**src/rtl/hbc_pkg.sv**
```systemverilog
// Shared constants and types for the histogram bar chart block.
`default_nettype none

package hbc_pkg;

  localparam int NUM_BINS         = 256;
  localparam int BIN_W            = $clog2(NUM_BINS);
  localparam int COUNT_LIMIT_LOG2 = 20;
  localparam int CNT_W            = 21;
  localparam logic [CNT_W-1:0] COUNT_LIMIT = CNT_W'(1) << COUNT_LIMIT_LOG2;
  localparam int CHART_ROWS       = 256;
  localparam int ROW_W            = 8;
  localparam int HEIGHT_W         = 9;
  localparam logic [HEIGHT_W-1:0] HEIGHT_RESET = HEIGHT_W'(200);
  localparam int STEP_W           = $clog2(CNT_W);

  typedef enum logic [1:0] {
    OP_CLEAR  = 2'd0,
    OP_ACCUM  = 2'd1,
    OP_FINISH = 2'd2,
    OP_QUERY  = 2'd3
  } op_t;

  localparam logic KIND_FINISH = 1'b0;
  localparam logic KIND_QUERY  = 1'b1;

  typedef struct packed {
    logic             start;
    logic [CNT_W-1:0] dividend;
    logic [CNT_W-1:0] divisor;
  } div_req_t;

  typedef struct packed {
    logic             done;
    logic [CNT_W-1:0] quotient;
  } div_rsp_t;

endpackage

`default_nettype wire

```
**src/rtl/hbc_div.sv**
```systemverilog
// Restoring divider, one quotient bit per cycle.
`default_nettype none

module hbc_div import hbc_pkg::*; (
  input  wire logic     clk,
  input  wire logic     rst_n,
  input  wire div_req_t req,
  output div_rsp_t      rsp
);

  logic              busy_r;
  logic              done_r;
  logic [STEP_W-1:0] step_r;
  logic [CNT_W-1:0]  quo_r;
  logic [CNT_W-1:0]  rem_r;
  logic [CNT_W-1:0]  den_r;
  logic [CNT_W:0]    shifted;
  logic [CNT_W:0]    trial;
  logic              fits;

  assign shifted = {rem_r, quo_r[CNT_W-1]};
  assign trial   = shifted - {1'b0, den_r};
  assign fits    = shifted >= {1'b0, den_r};

  always_ff @(posedge clk) begin
    if (!rst_n) begin
      busy_r <= 1'b0;
      done_r <= 1'b0;
    end else begin
      done_r <= 1'b0;
      if (req.start) begin
        busy_r <= 1'b1;
        step_r <= STEP_W'(CNT_W - 1);
        quo_r  <= req.dividend;
        den_r  <= req.divisor;
        rem_r  <= '0;
      end else if (busy_r) begin
        rem_r <= fits ? trial[CNT_W-1:0] : shifted[CNT_W-1:0];
        quo_r <= {quo_r[CNT_W-2:0], fits};
        if (step_r == '0) begin
          busy_r <= 1'b0;
          done_r <= 1'b1;
        end else begin
          step_r <= step_r - 1'b1;
        end
      end
    end
  end

  assign rsp.done     = done_r;
  assign rsp.quotient = quo_r;

endmodule

`default_nettype wire

```
**config.mk**
```make
export PLATFORM = sky130hd
export DESIGN_NAME = hbc_div
export DESIGN_NICKNAME = d
export VERILOG_FILES = /design/src/rtl/hbc_pkg.sv /design/src/rtl/hbc_div.sv
export SDC_FILE = /design/constraint.sdc
export NUM_CORES = 1
export LEC_CHECK = 0
export BUFFER_PORTS_ARGS = -buffer_cell sky130_fd_sc_hd__buf_2
export CAP_MARGIN = 20
export CORE_MARGIN = 2
export CORE_UTILIZATION = 56
export CTS_CLUSTER_SIZE = 40
export DETAILED_ROUTE_END_ITERATION = 16
export PLACE_DENSITY_LB_ADDON = 0.12
export SYNTH_ARGS = -nofsm -noshare
export SYNTH_HDL_FRONTEND = slang
export SYNTH_SLANG_ARGS = --single-unit
```
**constraint.sdc**
```tcl
create_clock -name clk -period 3.3 [get_ports clk]
set_input_delay 0.66 -clock clk [delete_from_list [all_inputs] [get_ports clk]]
set_output_delay 0.66 -clock clk [all_outputs]
set_load 0.05 [all_outputs]
```
Yosys cells after proc, flatten, opt, wreduce, memory -nomap -nowiden
Index checks and enable logic that the tools add are counted.
Operators by class
  add/subtract/negate cells: 2
  multiply operators: 0
  div/mod/pow operators: 0
  order comparisons: 1
  equality and inequality tests: 1
  shifts and indexed selects: 0
  muxes and demuxes: 10
  bitwise gates (word level): 2
  reduce and logical (&&, ||, !) cells: 6
Operators by type and width (number)
  two-way mux 21 bit: 4
  greater-or-equal comparator 22 x 21 -> 1 bit: 1
  subtractor 21 bit: 1
  two-way mux 5 bit: 2
  logical NOT 5 bit: 1
  subtractor 5 x 1 -> 5 bit, second input constant: 1
  two-way mux 1 bit: 4
  AND reduction 2 bit: 2
  AND reduction 3 bit: 1
  OR reduction 3 bit: 1
  != test 2 bit, second input constant: 1
  NOT 1 bit: 2
  nonzero test 2 bit: 1
Storage, ports and cells
  register bits: 70
  latch bits: 0
  bits in writable memories: 0
  memory bits (read-only): 0
  input bits: 45
  memories: 0

Logic depth before layout (Yosys ltp)
  depth after elaboration: 4
  gate-level depth with buffers: 13

Worst setup path after synthesis
Ideal clock, no wire load.
  path kind: flip-flop to flip-flop
  start: reg quo_r[20]
  end: reg quo_r[0] (data pin)
  arrival: 3.009 ns
  data required time: 3.040 ns
  slack: 0.031 ns
  stages on the path, launching flop included: 13
  buffers on the path: 2
  clock period less this slack: 3.269 ns
  path through: edfxtp_1 > inv_1 > ha_1 > inv_1 > fa_1 > a21o_1 > a221oi_2 > o21ai_2 > a211o_1 > a31o_1 > buf_6 > buf_6 > mux2_2
On the way
  cells in the longest elaborated chain, start to end: 3
RTL lines
  start: declaration: line hbc_div.sv:14  | logic [CNT_W-1:0] quo_r;
  start signal: assignment: line hbc_div.sv:34  | quo_r <= req.dividend;
  start signal: assignment: line hbc_div.sv:39  | quo_r <= {quo_r[CNT_W-2:0], fits};
  greater-or-equal comparator 22 x 21 -> 1 bit: line hbc_div.sv:23  | assign fits = shifted >= {1'b0, den_r};
  two-way mux 21 bit: line hbc_div.sv:37  | end else if (busy_r) begin
  two-way mux 21 bit: line hbc_div.sv:31  | if (req.start) begin
Every way passes these cells. The select of a mux whose other input is x is not followed.
A chain may end at the register's enable or synchronous reset.

Worst setup path in the final report
Ends and elaborated chain as after synthesis.

==> impl_summary.md <==
Outcome
The flow ran to the end, and the final reports show no timing, DRC or antenna violations.

Detailed routing
Wires add up to 7890 um. The via count normalized by instance count is 5.59. The final route contains 2821 vias.

The count of nets left with antenna violations once routing finished came out at 0. The first-pass detailed-route iteration total is 4. The number of design rule violations left after detail routing is 0.

The routed wire length per instance is 15.6 um. The detailed router finished its first iteration with 170 violations.

Cells and area
Counting the fill cells in the layout gives 521. Leaving out fill and tap cells, the most frequent cell in the layout is sky130_fd_sc_hd__edfxtp_1. The number of antenna diodes is 0. The top cell types in the final layout, fill and taps aside, are 68 x sky130_fd_sc_hd__edfxtp_1, 66 x sky130_fd_sc_hd__buf_2, 27 x sky130_fd_sc_hd__inv_1, 27 x sky130_fd_sc_hd__nor2_1, 23 x sky130_fd_sc_hd__ha_1.

The final layout net count is 473. The area growth from synthesis to layout is 15.2%. The layout cell share with drive strength beyond 1 is 28.4%. The finished layout holds 505 standard cells, fillers aside.

Synthesis
In this run the mean area of a mapped cell was 11.8 sq um. Summing every instance area after synthesis gives 3950 sq um. The number of different library cells in the post-synthesis netlist is 53. The share of synthesized area occupied by flip-flops and latches is 52.8%. The Yosys step of the flow raised 0 warnings.

The combinational family with the most area after synthesis is compound AO/OA/AOI/OAI gates. Summing the areas of all fa, ha and maj instances in the mapped netlist gives 7.80% of the synthesized area. The synthesized netlist devotes 12.7% of its cell area to compound gates. The most common flop cell mapped by yosys is sky130_fd_sc_hd__edfxtp_1. Synthesis produced a netlist whose cell count is 333. After Yosys synthesis, XOR and XNOR cells account for 3.77% of the synthesized area. The number of enable-type register cells in the synthesized netlist is 68. The simple logic cell fraction of the synthesized area is 9.04%. The portion of synthesized area spent on multiplexers is 9.55%.

The number of synthesized register bits is 70. Synthesis produced a netlist with a net count of 402. In the synthesized netlist the async set-or-reset flop fraction comes to 0%.

Timing
On the final layout, the worst clock skew is 0.00893 ns. The number of failing hold endpoints at the final stage came to 0. Setup repair after global routing left no endpoint under its margin. In the final timing run, aggregate negative setup slack is 0 ns. The minimum hold slack is 0.483 ns. In the finished design, the share of the clock period the worst path needs comes to 91.6%.

The count of endpoints failing setup in the final report is 0. The worst max-slew margin expressed relative to the limit is 51.6%. The time the worst path needs with I/O delays and setup is 3.02 ns. The slew of the pin with the lowest slew margin is 0.719 ns.

The final count of pins violating max slew is 0. The maximum achievable frequency is 0.331 GHz.

CTS
The CTS H-tree depth is 3. The clock network latency to the later pin of the worst-skew pair is 0.35 ns. The number of gates resized after cts is 0. The number of hold buffers added after CTS was 0.

Once the clock tree was built, the setup fixing pass inserted 0 buffers. Clock-pin slew was measured on the worst setup and hold paths at 0.08 ns. The buffer levels on the longest clock path is 2. The number of clock sinks is 70.

Clock tree synthesis selected as its root buffer the cell sky130_fd_sc_hd__clkbuf_8. Buffers inserted during clock tree synthesis total 9. TritonCTS built the clock tree.

Placement
The routability congestion estimate from global placement is 0.959. In this run, placement finished with an instance count of 489. The sum of net half-perimeters after detailed placement is 5620 um. Input and output buffers added on the ports amount to 66.

Worst setup path
The data arrival time at the worst-slack endpoint is 3.13 ns. STA classifies the critical path startpoint as a register. The buffer and inverter count on the worst path is 3. Traced cell by cell, the critical path runs through inv_1, ha_1, inv_1, fa_1, a21o_1, a221oi_2, o21ai_2, a211o_1, a31o_1, buf_4, mux2_2. The kind of cell with the highest combined delay on the critical path is compound AO/OA/AOI/OAI gates. Of all nets on the critical path, the largest fanout is 18. The worst stage delay on the critical path is 0.40 ns. The type of destination of the critical path is a register.

For the worst setup path, the data required time is 3.41 ns. The critical path is of the register to register type. The most numerous cell type found on the critical path is sky130_fd_sc_hd__inv_1. For this design, the slowest cell found on the critical path is sky130_fd_sc_hd__edfxtp_1.

Worst hold path
The path category of the worst min-delay check is input port to register.

Power and ir drop
The worst-case vdd ir drop is 0.000326 V. The total power after layout is 2.37 mW. The power share of the sequential group is 46.6%.

For this design the ratio of total power to cell area is 521 nW/um^2. The internal power is 1.61 mW. The static leakage power is 1.93 nW. The combinational share of power is 27.4%.

Of the total power, the share spent switching nets is 31.9%. The net switching power is 755 uW. Per report_power, the clock group accounts for 25.9% of the total.

Global routing
Global routing used 22.3% of the available tracks across all layers. The initial antenna violation count came to 0. Entering global routing, the biggest net connects 48 pins. The first global-routing pass estimated 12900 um of wire.

The via count of the first global-routing pass is 2768. Summed over all layers, the global routing overflow is 0.

Job
Across the run, the number of max-cap violations was 0.

Die
The floorplan step defined a die boundary enclosing 7730 sq um. The width of the chip is 87.9 um. The vertical die dimension is 87.9 um. Row generation in the floorplan step produced 30 rows.

The placeable core region is 6790 sq um. The top-level I/O count is 67. Once the floorplan was initialized, standard cells occupied 58.1% of the core.
-- registers in the layout, summed over array words and instances (netlist names) --
| signal | cells |
|---|---|
| quo_r | 21 |
| rem_r | 21 |
| step_r | 5 |
| den_r | 21 |
| done_r | 1 |
| busy_r | 1 |
-- Yosys cell counts, types with 3 or more instances --
library cell / count / area share [%]
sky130_fd_sc_hd__edfxtp_1: 68 / 52
sky130_fd_sc_hd__inv_1: 27 / 2.6
sky130_fd_sc_hd__nor2_1: 27 / 2.6
sky130_fd_sc_hd__ha_1: 23 / 7.3
sky130_fd_sc_hd__mux2_2: 21 / 6.0
sky130_fd_sc_hd__a21oi_1: 19 / 2.4
sky130_fd_sc_hd__mux2i_1: 14 / 3.6
sky130_fd_sc_hd__nand2_1: 14 / 1.3
sky130_fd_sc_hd__o21ai_0: 14 / 1.8
sky130_fd_sc_hd__xnor2_1: 12 / 2.7
sky130_fd_sc_hd__clkbuf_1: 7 / 0.67
sky130_fd_sc_hd__nand3_1: 6 / 0.76
sky130_fd_sc_hd__a21o_1: 5 / 0.95
sky130_fd_sc_hd__xor2_1: 5 / 1.1
sky130_fd_sc_hd__a211oi_1: 4 / 0.76
sky130_fd_sc_hd__a31oi_1: 4 / 0.63
sky130_fd_sc_hd__and3_1: 4 / 0.63
sky130_fd_sc_hd__nand2b_1: 4 / 0.63
sky130_fd_sc_hd__o21a_1: 4 / 0.76
sky130_fd_sc_hd__a21boi_0: 3 / 0.57
sky130_fd_sc_hd__buf_6: 3 / 0.86
sky130_fd_sc_hd__nand4_1: 3 / 0.48
sky130_fd_sc_hd__nor2b_1: 3 / 0.48
sky130_fd_sc_hd__nor3_1: 3 / 0.38
sky130_fd_sc_hd__o21bai_1: 3 / 0.57
sky130_fd_sc_hd__or3_1: 3 / 0.48
-- metal layers --
| metal | vias up | track usage (%) | wire [um] |
|---|---|---|---|
| met1 | 1318 | 29.2 | 3540 |
| met3 | 18 | 6.88 | 551 |
| met2 | 101 | 33.7 | 3620 |
| met4 | 0 | 11.0 | 186 |
| met5 | - | 0 | 0 |
| li1 | 1384 | - | - |
-- cell families (layout without fill, tap and decap cells) --
logic type,after synthesis,in the layout
compound gates,74,74
simple gates,74,74
flops,70,70
buf+inv,39,115
mux,35,35
fa+ha+maj,24,24
xor+xnor,17,17
-- through the flow --
stage / instance area [sq um] / setup slack, ns / util (%)
global placement: 4370 / 0.361 / 64.3
CTS: 4540 / 0.259 / 66.9
detailed placement: 4370 / 0.267 / 64.3
floorplan: 3950 / 0.0310 / -
finish: 4540 / 0.278 / 66.9
global route: 4540 / 0.0454 / 66.9
-- cell type report --
cell class / count / area (sq um) / share of cell area [%]
clock inverters: 7 / 48.8 / 1.07
repair buffers: 72 / 375 / 8.26
flip-flops and latches: 70 / 2080 / 45.8
well taps: 96 / 120 / 2.64
inverters: 27 / 101 / 2.23
clock buffers: 9 / 124 / 2.73
multi-input cells: 224 / 1690 / 37.2
-- power by group through the flow --
stage / sequential, mW / combinational (mW) / clock (mW)
global placement: 1.12 / 0.629 / 0
finish: 1.10 / 0.650 / 0.614
floorplan: 1.17 / 0.449 / 0
detailed placement: 1.12 / 0.643 / 0
CTS: 1.10 / 0.647 / 0.628
global route: 1.11 / 0.720 / 0.663
-- final timing paths --
check             startpoint        end  slack, ns  depth (start not counted)
setup / recovery   quo_r[20]   quo_r[0]       0.28                         11
hold / removal       req[18]  den_r[18]       0.48                          1
setup reg to reg   quo_r[20]   quo_r[0]       0.28                         11
hold reg to reg       busy_r     done_r       0.52                          1
(Power assumes the default switching activity.)
